**config.mk**
```make
export PLATFORM = sky130hd
export DESIGN_NAME = tme_regfile
export DESIGN_NICKNAME = d
export VERILOG_FILES = /design/src/rtl/tme_pkg.sv /design/src/rtl/tme_regfile.sv
export SDC_FILE = /design/constraint.sdc
export NUM_CORES = 1
export LEC_CHECK = 0
export ABC_AREA = 0
export ABC_CLOCK_PERIOD_IN_PS = 3550
export CAP_MARGIN = 20
export CORE_UTILIZATION = 30
export CTS_CLUSTER_DIAMETER = 60
export DETAILED_ROUTE_END_ITERATION = 7
export DONT_BUFFER_PORTS = 1
export RECOVER_POWER = 100
export SLEW_MARGIN = 30
export SYNTH_ARGS = -nofsm -noshare
export SYNTH_HDL_FRONTEND = slang
export SYNTH_SLANG_ARGS = --single-unit
```
**constraint.sdc**
```tcl
create_clock -name clk -period 3.55 [get_ports clk]
set_input_delay 0.71 -clock clk [delete_from_list [all_inputs] [get_ports clk]]
set_output_delay 0.71 -clock clk [all_outputs]
set_load 0.02 [all_outputs]
```
**src/rtl/tme_pkg.sv**
```systemverilog
// Shared constants, codes and types of the tiny machine executor.
package tme_pkg;

	localparam int MEM_WORDS_DEF = 1024;
	localparam int NUM_REGS_DEF  = 8;
	localparam int WORD_BITS_DEF = 32;

	localparam logic [3:0] OP_LD   = 4'd0;
	localparam logic [3:0] OP_ST   = 4'd1;
	localparam logic [3:0] OP_LDC  = 4'd2;
	localparam logic [3:0] OP_ADD  = 4'd3;
	localparam logic [3:0] OP_SUB  = 4'd4;
	localparam logic [3:0] OP_MUL  = 4'd5;
	localparam logic [3:0] OP_DIV  = 4'd6;
	localparam logic [3:0] OP_OUT  = 4'd7;
	localparam logic [3:0] OP_HALT = 4'd8;

	localparam logic [2:0] ST_OK      = 3'd0;
	localparam logic [2:0] ST_OUT     = 3'd1;
	localparam logic [2:0] ST_HALT    = 3'd2;
	localparam logic [2:0] ST_DIVZ    = 3'd3;
	localparam logic [2:0] ST_BADADDR = 3'd4;
	localparam logic [2:0] ST_UNKNOWN = 3'd5;
	localparam logic [2:0] ST_BADREG  = 3'd6;
	localparam logic [2:0] ST_STOPPED = 3'd7;

	typedef struct packed {
		logic start;
		logic is_div;
	} md_req_t;

endpackage

```
**src/rtl/tme_regfile.sv**
```systemverilog
// Register file: two synchronous read ports, one write port.
module tme_regfile #(
	parameter int NUM_REGS  = tme_pkg::NUM_REGS_DEF,
	parameter int WORD_BITS = tme_pkg::WORD_BITS_DEF,
	parameter int RIDX_W    = $clog2(NUM_REGS)
) (
	input  logic                 clk,
	input  logic                 re,
	input  logic [RIDX_W-1:0]    ra_addr,
	input  logic [RIDX_W-1:0]    rb_addr,
	input  logic                 we,
	input  logic [RIDX_W-1:0]    wa_addr,
	input  logic [WORD_BITS-1:0] wdata,
	output logic [WORD_BITS-1:0] ra_data,
	output logic [WORD_BITS-1:0] rb_data
);
	import tme_pkg::*;

	logic [WORD_BITS-1:0] regs [NUM_REGS];

	always_ff @(posedge clk) begin
		if (we) begin
			regs[wa_addr] <= wdata;
		end
		if (re) begin
			ra_data <= regs[ra_addr];
			rb_data <= regs[rb_addr];
		end
	end

endmodule

```
Word-level counts from Yosys, hierarchy flattened. Memories as Yosys holds them, arrays and structs flattened. A register that Yosys moved wholly into a read port is not among the register bits. Index checks and enable logic that the tools add are counted.

Mux-type cells: 2.

Operator list (count): $mux W1 (2).

Memories: 1. Output and inout port bits: 64. Bits in writable memories: 256. Bits in registers: 0. Input bits: 44.

Memories: regs (depth 8, bits a word 32, rd ports 2, clocked after memory_dff 2, wr ports 1, RTL line tme_regfile.sv:19) `logic [WORD_BITS-1:0] regs [NUM_REGS];`.

Logic depth before layout (Yosys ltp).
Depth in word-level cells: 2. Mapped depth: 4.

Worst setup path after synthesis. OpenSTA, ideal clock, no wires.

Kind: in2reg. Start: in wa_addr[2]. End: mem regs[0][0] in the netlist's numbering, enable pin. Library setup time: 0.461 ns. Buffers on the path: 0. Data arrival time: 3.096 ns. Path slack: -0.007 ns. Stages on the path: 2. Cells stage by stage: nand2b_1 -> nor3_1.

RTL lines: from (decl) (RTL line tme_regfile.sv:12) `input logic [RIDX_W-1:0] wa_addr,`; to (decl) (RTL line tme_regfile.sv:19).

Straight into the memory's write port.

Worst setup path after layout.
Start: in we. End: mem regs[5][17] in the netlist's numbering, enable pin.

Cells in the longest elaborated chain, start to end: 2.

RTL lines: from (decl) (RTL line tme_regfile.sv:11) `input logic we,`; $mux W1 (RTL line tme_regfile.sv:22) `if (we) begin`; $mux W1 (not written as such) (RTL line tme_regfile.sv:23) `regs[wa_addr] <= wdata;`.

No other way between the ends.

==> results <==
- The flow ran to the end, but the final reports show violations.
- The final reports fail on capacitance limit, slew limit.
- The number of fillers in the final layout is 4146.
- Of the total power, combinational logic draws 0.042.
- The die covers 0.0469 mm2.
- The cell at the root of the clock tree is sky130_fd_sc_hd__clkbuf_16.
- The internal reg-to-reg setup slack is 2.00 ns.
- The cell area reported after detailed placement is 0.0145 mm2.
- Of the available clock period, the critical path in the final layout requires 0.710.
- The worst slack at placement is 1.06 ns.
- For this block, the via count after detailed routing is 6163.
- The half-perimeter wire length after detailed placement is 18300 um.
- The maximum frequency from static timing analysis is 397 MHz.
- Dividing the detail-routed wire length by the instance count gives 25.9 um.
- In this run the worst path has a maximum fanout of 21.
- STA puts the critical path data required time at 3.70 ns.
- The most frequent cell after synthesis is sky130_fd_sc_hd__edfxtp_1.
- The count of nets left with antenna violations once routing finished came out at 0.
- The initial core utilization is 0.304.
- The count of cells along the worst register-to-register path is 2.
- Synthesis instantiated 13 different standard cells from the library.
- The time the final worst path needs with I/O delays and setup is 2.52 ns.
- The final-layout setup total negative slack is 0 ns.
- The fraction of final layout cells sized beyond drive strength 1 is 0.249.
- The number of levels in the clock H-tree is 2.
- The reg-to-reg critical path endpoint is ra_data[4].
- For this design the total switching power over the nets is 1800 uW.
- The classification of the worst-slack hold path is input pin to flop.
- The final max-slew violation count is 23.
- The count of final hold-check violations is 0.
- The fraction of registers with async set or reset after synthesis is 0.
- By startpoint and endpoint, the worst setup path is classified as input pin to flop.
- The maximum clock insertion buffer count is 3.
- The area share of the largest cell type after synthesis is 0.696.
- The instance count of the mapped netlist is 561.
- The most used flip-flop cell after synthesis is sky130_fd_sc_hd__edfxtp_1.
- The number of antenna violations at the first check in global routing is 2.
- The worst hold path stage count is 0.
- The sequential share of power is 0.521.
- Across the VDD grid, the largest voltage drop is ~0.00037 V.
- Routability-driven placement finished with a final weighted congestion of 0.733.
- The layout-stage area growth over the synthesis result is 13.2%.
- The proportion of synthesized chip area in sequential cells is 0.696.
- The worst path arrival time is 2.67 ns.
- The beginning of the worst hold path is wdata[8].
- Clock tree synthesis found a total of 320 sinks.
- The internal power summed over all cells is 6830 uW.
- The floorplan step set the die width to 217 um.
- The number of register bits inferred by synthesis is 320.
- After detailed routing, the number of vias per cell comes to 5.13.
- The overall track demand over capacity in global routing is 0.133.
- The sum of overflow across all layers after global routing is 0.
- Yosys printed 0 warnings.
- The number of port buffers is 0.
- 108 I/O pins were placed.
- In the routed design, unresolved DRC markers number 0.
- The via count of the first global-routing pass is ~6700.
- Post-CTS timing repair inserted 0 buffers for setup.
- The type of destination of the critical path is a flop.
- Setup repair after global routing left no endpoint under its margin.
- The aggregate routed wire length is 31100 um.
- The vertical die dimension is 217 um.
- By area the synthesized netlist is led by sky130_fd_sc_hd__edfxtp_1 70%, sky130_fd_sc_hd__mux4_1 15%, sky130_fd_sc_hd__mux4_2 7.8%.
- The net count of the finished layout is 618.
- Synthesis produced a netlist with a net count of 605.
- The clock-pin slew on the worst setup and hold paths is 0.06 ns.
- The first global-routing pass estimated 45700 um of wire.
- 0 antenna diodes ended up in the layout.
- The final setup violation count is 0.
- The number of enable-type register cells in the synthesized netlist is 320.
- Before antenna repair, the detailed router went through 4 iterations.
- The switching part of the total is 0.209.
- The largest total area in the synthesized netlist belongs to sky130_fd_sc_hd__edfxtp_1.
- Of the total power, the clock network draws 0.437.
- The total area inside the core boundary comes to 0.0454 mm2.
- After clock tree synthesis, the repair step resized 0 gates.
- In this run the power density over the cells is about 550 mW/mm2.
- The netlist area before placement is 0.0138 mm2.
- The hold path endpoint is regs[4][8].
- For the final database, setup skew stands at roughly 0.019 ns.
- After the first detailed-routing iteration, the DRC count stood at 435.
- The number of buffers created by CTS is 37.
- Entering global routing, the biggest net connects 65 pins.
- The origin of the critical flop-to-flop path is regs[6][4].
- The tightest slew margin relative to the limit is -0.230.
- The tool flagged a number of max-cap violations equal to 2.
- TritonCTS built the clock tree.
- The cts-stage hold buffer count is 0.
- The final design instance area without fill is 0.0156 mm2.
- Clock latency on the worst-skew pair, taken at its later pin, is 0.54 ns.
- Summed over all cells, the static leakage comes to 0.00500 uW.
- The worst setup margin is 1.03 ns.
- The commonest cells after synthesis are 320 x sky130_fd_sc_hd__edfxtp_1, 80 x sky130_fd_sc_hd__mux4_1, 64 x sky130_fd_sc_hd__mux2_2.
- The number of standard-cell rows in the floorplan is between 70 and 80.
- The worst-margin pin slew is 1.84 ns.
- In this run the mean area of a mapped cell was between 20 and 25 um2.
- The launching element type of the critical path is an input pin.
[per-layer routing]
layer  share of wire  track usage  up-vias
li1                -            -     2573
met1            0.41        0.162     3338
met2            0.51        0.228      198
met3           0.065       0.0380       50
met4           0.017       0.0380        4
met5         0.00071            0        -
[cells in the final DEF (no fill, tap or decap), types with 13 or more instances in the layout]
cell type / n
sky130_fd_sc_hd__clkbuf_1: 13
sky130_fd_sc_hd__mux4_2: 48
sky130_fd_sc_hd__mux2_1: 27
sky130_fd_sc_hd__clkbuf_16: 37
sky130_fd_sc_hd__mux2_2: 37
sky130_fd_sc_hd__edfxtp_1: 320
sky130_fd_sc_hd__mux4_1: 80
[worst max path at each step]
stage / startpoint / end / slack, ns / depth (start not counted)
final: we / regs[5][17] / 1.03 / 3
after global routing: we / regs[5][17] / 0.84 / 3
after CTS: wa_addr[2] / regs[2][22] / 1.63 / 3
after detailed placement: wa_addr[2] / regs[2][22] / 1.06 / 3
after global placement: wa_addr[2] / regs[2][17] / 1.14 / 3
after floorplan: we / regs[4][0] / 0.08 / 2
[power by group through the flow]
stage / combinational, uW / sequential (uW) / clock (uW)
finish: 359 / 4500 / 3770
global route: 384 / 4510 / 4020
CTS: 382 / 4500 / 3870
detailed placement: 378 / 4580 / 0
global placement: 372 / 4570 / 0
floorplan: 365 / 4540 / 0
[metrics by stage]
stage	hold slack (ns)	util	total power (uW)	std cells
3_5_place_dp	0.777	0.319	4960	1135
5_1_grt	0.233	0.345	8910	1202
3_3_place_gp	0.759	0.319	4940	1135
6_report	0.263	0.345	8630	1202
2_1_floorplan	0.734	-	4910	561
4_1_cts	0.236	0.346	8750	1202
[worst max-delay path: stages]
cell and delay [ns]:
sky130_fd_sc_hd__nand2_1 0.16, sky130_fd_sc_hd__nor2_1 1.02, sky130_fd_sc_hd__clkbuf_2 0.76
[layout make-up]
cell class	count	area (um2)	area share
Sequential cell	320	9610	0.614
Multi-Input combinational cell	205	4000	0.256
Clock buffer	44	952	0.0609
Tap cell	600	751	0.0480
Clock inverter	23	264	0.0169
Timing Repair Buffer	10	62.6	0.00400
[logic make-up (layout without fill, tap and decap cells)]
group,after synthesis,after routing,synth area share
muxes,192,192,0.283
and+or+nand+nor,13,13,0.00426
DFF,320,320,0.696
buffers and inverters,36,77,0.0177
[state kept, by name, indices dropped and copies added, names as in the netlist]
name,cells
rb_data,32
regs,256
ra_data,32
Power figures use the tool's default switching activity.
