[config.mk]
export PLATFORM = sky130hd
export DESIGN_NAME = tme_muldiv
export DESIGN_NICKNAME = d
export VERILOG_FILES = /design/src/rtl/tme_pkg.sv /design/src/rtl/tme_muldiv.sv
export SDC_FILE = /design/constraint.sdc
export NUM_CORES = 1
export LEC_CHECK = 0
export BUFFER_PORTS_ARGS = -buffer_cell sky130_fd_sc_hd__buf_2
export CORE_ASPECT_RATIO = 0.7
export CORE_UTILIZATION = 56
export DETAILED_ROUTE_END_ITERATION = 8
export GPL_TIMING_DRIVEN = 1
export PLACE_DENSITY = 0.78
export SYNTH_ARGS = -nofsm -noshare
export SYNTH_HDL_FRONTEND = slang
export SYNTH_SLANG_ARGS = --single-unit
[constraint.sdc]
create_clock -name clk -period 3.4 [get_ports clk]
set_input_delay 0.34 -clock clk [delete_from_list [all_inputs] [get_ports clk]]
set_output_delay 0.34 -clock clk [all_outputs]
set_load 0.05 [all_outputs]
[src/rtl/tme_pkg.sv]
// Shared constants, codes and types of the tiny machine executor.
package tme_pkg;

	localparam int MEM_WORDS_DEF = 1024;
	localparam int NUM_REGS_DEF  = 8;
	localparam int WORD_BITS_DEF = 32;

	localparam logic [3:0] OP_LD   = 4'd0;
	localparam logic [3:0] OP_ST   = 4'd1;
	localparam logic [3:0] OP_LDC  = 4'd2;
	localparam logic [3:0] OP_ADD  = 4'd3;
	localparam logic [3:0] OP_SUB  = 4'd4;
	localparam logic [3:0] OP_MUL  = 4'd5;
	localparam logic [3:0] OP_DIV  = 4'd6;
	localparam logic [3:0] OP_OUT  = 4'd7;
	localparam logic [3:0] OP_HALT = 4'd8;

	localparam logic [2:0] ST_OK      = 3'd0;
	localparam logic [2:0] ST_OUT     = 3'd1;
	localparam logic [2:0] ST_HALT    = 3'd2;
	localparam logic [2:0] ST_DIVZ    = 3'd3;
	localparam logic [2:0] ST_BADADDR = 3'd4;
	localparam logic [2:0] ST_UNKNOWN = 3'd5;
	localparam logic [2:0] ST_BADREG  = 3'd6;
	localparam logic [2:0] ST_STOPPED = 3'd7;

	typedef struct packed {
		logic start;
		logic is_div;
	} md_req_t;

endpackage

[src/rtl/tme_muldiv.sv]
// Bit-serial multiplier and signed divider, one bit per cycle.
module tme_muldiv #(
	parameter int WORD_BITS = tme_pkg::WORD_BITS_DEF
) (
	input  logic                 clk,
	input  logic                 arst_n,
	input  tme_pkg::md_req_t     req,
	input  logic [WORD_BITS-1:0] a,
	input  logic [WORD_BITS-1:0] b,
	output logic                 done,
	output logic [WORD_BITS-1:0] result
);
	import tme_pkg::*;

	localparam int CNT_W = $clog2(WORD_BITS);

	logic                 busy_q;
	logic                 fix_q;
	logic                 done_q;
	logic [CNT_W-1:0]     cnt_q;
	logic                 div_q;
	logic                 neg_q;
	logic [WORD_BITS-1:0] x_q;
	logic [WORD_BITS-1:0] y_q;
	logic [WORD_BITS-1:0] r_q;
	logic [WORD_BITS-1:0] res_q;

	logic [WORD_BITS-1:0] mag_a;
	logic [WORD_BITS-1:0] mag_b;
	logic [WORD_BITS:0]   trial;
	logic [WORD_BITS:0]   diff;
	logic                 ge;
	logic                 last;

	assign mag_a = a[WORD_BITS-1] ? (~a + WORD_BITS'(1)) : a;
	assign mag_b = b[WORD_BITS-1] ? (~b + WORD_BITS'(1)) : b;
	assign trial = {r_q, x_q[WORD_BITS-1]};
	assign diff  = trial - {1'b0, y_q};
	assign ge    = (trial >= {1'b0, y_q});
	assign last  = (cnt_q == CNT_W'(WORD_BITS - 1));

	always_ff @(posedge clk or negedge arst_n) begin
		if (!arst_n) begin
			busy_q <= 1'b0;
			fix_q  <= 1'b0;
			done_q <= 1'b0;
			cnt_q  <= '0;
		end else begin
			done_q <= fix_q;
			fix_q  <= busy_q && last;
			if (req.start) begin
				busy_q <= 1'b1;
				cnt_q  <= '0;
			end else if (busy_q) begin
				cnt_q <= cnt_q + CNT_W'(1);
				if (last) begin
					busy_q <= 1'b0;
				end
			end
		end
	end

	always_ff @(posedge clk) begin
		if (req.start) begin
			div_q <= req.is_div;
			neg_q <= a[WORD_BITS-1] ^ b[WORD_BITS-1];
			r_q   <= '0;
			if (req.is_div) begin
				x_q <= mag_a;
				y_q <= mag_b;
			end else begin
				x_q <= b;
				y_q <= a;
			end
		end else if (busy_q) begin
			if (div_q) begin
				r_q <= ge ? diff[WORD_BITS-1:0] : trial[WORD_BITS-1:0];
				x_q <= {x_q[WORD_BITS-2:0], ge};
			end else begin
				r_q <= r_q + (x_q[0] ? y_q : '0);
				x_q <= x_q >> 1;
				y_q <= y_q << 1;
			end
		end
		if (fix_q) begin
			if (div_q) begin
				res_q <= neg_q ? (~x_q + WORD_BITS'(1)) : x_q;
			end else begin
				res_q <= r_q;
			end
		end
	end

	assign done   = done_q;
	assign result = res_q;

endmodule

# Word-level counts from Yosys, hierarchy flattened
# Cells that the tools add are included.
# totals
ff_bits	138
input_bits	68
output_inout_bits	33
word_cells	46
# classes
add_sub_neg	6
magnitude_cmp	1
n_eq_ne	2
n_mux	20
n_bitwise	4
reduce_logical	3
# op_table
cell	count
32-bit 2-to-1 mux	15
32-bit by 1-bit adder with 32-bit output (second input constant)	3
32-bit inverter	3
33-bit by 32-bit >= comparator with 1-bit output	1
32-bit adder	1
32-bit subtractor	1
5-bit 2-to-1 mux	2
5-bit by 1-bit adder with 5-bit output (second input constant)	1
5-bit equality test (second input constant)	1
1-bit 2-to-1 mux	3
2-bit != test (second input constant)	1
2-bit AND reduction	1
2-bit nonzero test	1
1-bit logical AND	1
1-bit bitwise XOR	1

# Longest topological paths before layout
# logic_depth
ltp_word	5
mapped_depth	13

# Least setup slack after synthesis
# Ideal clock, no wire load.
# synth_timing
path_type	reg2reg
startpoint	register x_q[0]
endpoint	register res_q[26], in the netlist result[26] (data pin)
setup_ns	0.270
t_arrival_ns	2.930
required_ns	3.130
setup_slack_ns	0.200
path_stages_with_launch	13
path_buffers	1
period_less_slack_ns	3.200
path_cell_list	edfxtp_1 > inv_1 > clkbuf_1 > ha_1 > nand2b_1 > nand2b_1 > nand2b_1 > or4_1 > or3_1 > nand2b_1 > o41ai_1 > xor2_1 > a21oi_1
# synth_between
elab_chain_cells	4
# synth_rtl
item	line_no	text
start: declaration	tme_muldiv.sv:23	logic [WORD_BITS-1:0] x_q;
start signal: assignment	tme_muldiv.sv:69	x_q <= mag_a;
start signal: assignment	tme_muldiv.sv:78	x_q <= {x_q[WORD_BITS-2:0], ge};
start signal: assignment	tme_muldiv.sv:81	x_q <= x_q >> 1;
32-bit inverter	tme_muldiv.sv:87	res_q <= neg_q ? (~x_q + WORD_BITS'(1)) : x_q;
32-bit by 1-bit adder with 32-bit output	tme_muldiv.sv:87	
32-bit 2-to-1 mux	tme_muldiv.sv:87	
32-bit 2-to-1 mux	tme_muldiv.sv:86	if (div_q) begin
end signal: assignment	tme_muldiv.sv:87	
end signal: assignment	tme_muldiv.sv:89	res_q <= r_q;
end: declaration	tme_muldiv.sv:26	logic [WORD_BITS-1:0] res_q;
# No other way between the ends.
# A chain may end at the register's enable or synchronous reset.

# Final worst setup path
# layout_timing
startpoint	register x_q[0]
endpoint	register r_q[28]
# layout_between
elab_chain_cells	3
# layout_rtl
item	line_no	text
32-bit 2-to-1 mux	tme_muldiv.sv:80	r_q <= r_q + (x_q[0] ? y_q : '0);
32-bit adder	tme_muldiv.sv:80	
32-bit 2-to-1 mux	tme_muldiv.sv:76	if (div_q) begin
end signal: assignment	tme_muldiv.sv:77	r_q <= ge ? diff[WORD_BITS-1:0] : trial[WORD_BITS-1:0];
end signal: assignment	tme_muldiv.sv:80	
end: declaration	tme_muldiv.sv:25	logic [WORD_BITS-1:0] r_q;
# No other way between the ends.

==> impl_metrics.ini <==
[clock_network]
clk_pin_slew_ns = 0.07
clock_sinks = 138
cts.root.buffer_cell = clkbuf_16
clockBufferDepth = 2
cts_tree = built
cts_made_buffers = 17
htree_levels = 4
worstSkewPairLatency_ns = 0.44

[synth]
syn_avg_cell_area_um2 = 8.27
yosysTopAreaCell = edfxtp_1
ys_seq_area_share_pct = 30.6
synth_edf_count = 98
synth_area_mm2 = 0.0124
synth_cell_types = 77
synth_flop_cell = edfxtp_1
ys_warn_count = 0
netlist.area_leader.share_pct = 23.8
postSynthCellCount = 1497
syn-num-nets = 1635
synth-seq-cells = 138
synth_area_leaders = edfxtp_1 (24%), xor2_1 (7.3%), ha_1 (6.9%), dfxtp_1 (5.2%), o21ai_0 (5.2%)
async_reset_ff_share_pct = 5.80

[job]
drv_cap = 0

[die]
ios = 101
dieArea_mm2 = 0.0227
num_rows = 45
start_util_pct = 57.1
die_height_um = 126
die_w_um = 180
design.core.area_mm2 = 0.0217

[critical_path]
critPathKind = reg -> reg
crit_fanout = 22
startpoint_type = flip-flop
arrival_ns = 3.60
cp.required_ns = 3.69
cp-end-kind = flip-flop

[routing]
routed_wl_um = 38900
routedWlPerCell_um = 20.4
drtIter0Drc = 1664
avgViaCountPerCell = 6.59
ant_nets = 0
first_pass_iters = 9
post-route-drc-count = 10
vias = 12587

[cells_and_area]
layout_commonest_cell = nand2_1
fin_util_pct = 66.3
finalNetCount = 1752
area.growth.synth_to_final_pct = 16.1
drive_above_1_share_pct = 16.3
final_cell_mix = nand2_1 (144), nor2_1 (135), o21ai_0 (127), a21oi_1 (109), xor2_1 (103)
fill_cells = 1792
design_area_mm2 = 0.0144

[timing]
skew_ns = 0.00861
finalCritPeriodShare_pct = 97.4
clock.fmax_mhz = 302
timing.hold.ws_ns = 0.260
setup-tns-final_ns = 0
min_period_ns = 3.31
final_max_slew_viol_count = 0
rsz0062_at_grt = yes
final_hold_viol_count = 0
tightest_slew_ns = 1.25
setup_viol = 0
slew_headroom_pct = 16.6

[power_and_ir_drop]
ir_worst_vdd_mv = 0.439
p_leak_nw = 6.10
power_density_mw_per_mm2 = 658
power.total_w = 0.00946

[global_routing]
antenna_found_initial = 1
grt_start_max_net_pins = 108
grt_pass1_vias = 11421
grt_usage_pct = 33.7
grt_pass1_wl_um = 60300
grt_overflow = 0

[place]
dp_hpwl_um = 28900
place_congestion = 0.954
port_buffers = 100
dpl_cell_area_mm2 = 0.0136

[status]
violations = DRC
status = complete, but fails checks

[min_path]
hold_path_class = in -> async
registers in the layout, indices dropped and copies added (netlist names):
name    flops
r_q        32
result     32
neg_q       1
done        1
fix_q       1
busy_q      1
x_q        32
cnt_q       5
div_q       1
y_q        32
power breakdown:
group / leakage [nW] / internal [W] / total (W) / switching (W)
logic: 4.42 / 0.00209 / 0.00498 / 0.00288
clock network: 0.326 / 0.00126 / 0.00205 / 0.000786
registers: 1.35 / 0.00212 / 0.00243 / 0.000313
total: 6.10 / 0.00548 / 0.00946 / 0.00398
area by class of cell:
cell class | instances | area [µm²] | area share, %
Antenna cell | 1 | 2.50 | 0.0174
Clock buffer | 25 | 579 | 4.03
Clock inverter | 7 | 68.8 | 0.479
Inverter | 61 | 229 | 1.59
Multi-Input combinational cell | 1216 | 8190 | 57.0
Sequential cell | 138 | 3780 | 26.3
Tap cell | 282 | 353 | 2.46
Timing Repair Buffer | 180 | 1170 | 8.14
path summary, 6_finish.rpt:
| check | slack, ns | to | start | depth (start not counted) |
|---|---|---|---|---|
| setup / recovery | 0.09 | r_q[28] | x_q[0] | 14 |
| hold / removal | 0.26 | fix_q | arst_n | 2 |
| setup reg to reg | 0.09 | r_q[28] | x_q[0] | 14 |
| hold reg to reg | 0.53 | cnt_q[4] | cnt_q[4] | 2 |
| max in group asynchronous | 2.97 | done | arst_n | 2 |
| min in group clk | 0.28 | x_q[12] | b[12] | 3 |
stage by stage:
step	worst slack, ns	cells
final	0.0895	1910
after global routing	-0.0283	1909
after CTS	0.0195	1909
after detailed placement	0.0658	1876
after global placement	0.115	1876
after floorplan	0.200	1497
what timing repair did:
action,CTS,global route
hold buffers,1,0
resized for setup,0,35
endpoints found under the hold margin,8,0
buffers inserted,0,0
setup endpoints to repair,0,24
layer usage:
metal	wire length, µm	up-vias	track usage [%]
met3	3530	106	6.43
met1	16600	5977	46.1
li1	-	5808	-
met2	17500	694	52.3
met5	8	-	0
met4	1260	2	14.9
cell usage after synthesis (36+ instances only):
cell type  count
nor2_1       135
edfxtp_1      98
xor2_1       103
mux2i_1       37
clkbuf_1      73
a21oi_1      111
o21ai_0      128
nand2_1      145
ha_1          68
xnor2_1       36
o211ai_1      60
inv_1         60
worst max-delay path, cell delays in order, from the launching register on:
cell and delay (ns):
edfxtp_1 0.44, inv_2 0.11, buf_8 0.18, nor2_1 0.06
ha_1 0.33, a211oi_1 0.28, nand2_1 0.11, or3_1 0.39
o211a_1 0.28, nor2_1 0.21, nor3b_1 0.09, buf_4 0.15
mux2i_1 0.11, a221oi_1 0.29, a211oi_1 0.12
kinds of logic after synthesis:
kind of cell / Yosys count / share of synthesized area [%]
mux: 46 / 3.81
xor+xnor: 139 / 9.84
compound gates: 511 / 26.8
fa+ha+maj: 70 / 7.20
flops: 138 / 30.6
simple gates: 450 / 17.4
buf+inv: 143 / 4.36
Note: power is estimated with default switching activity, not from simulation.
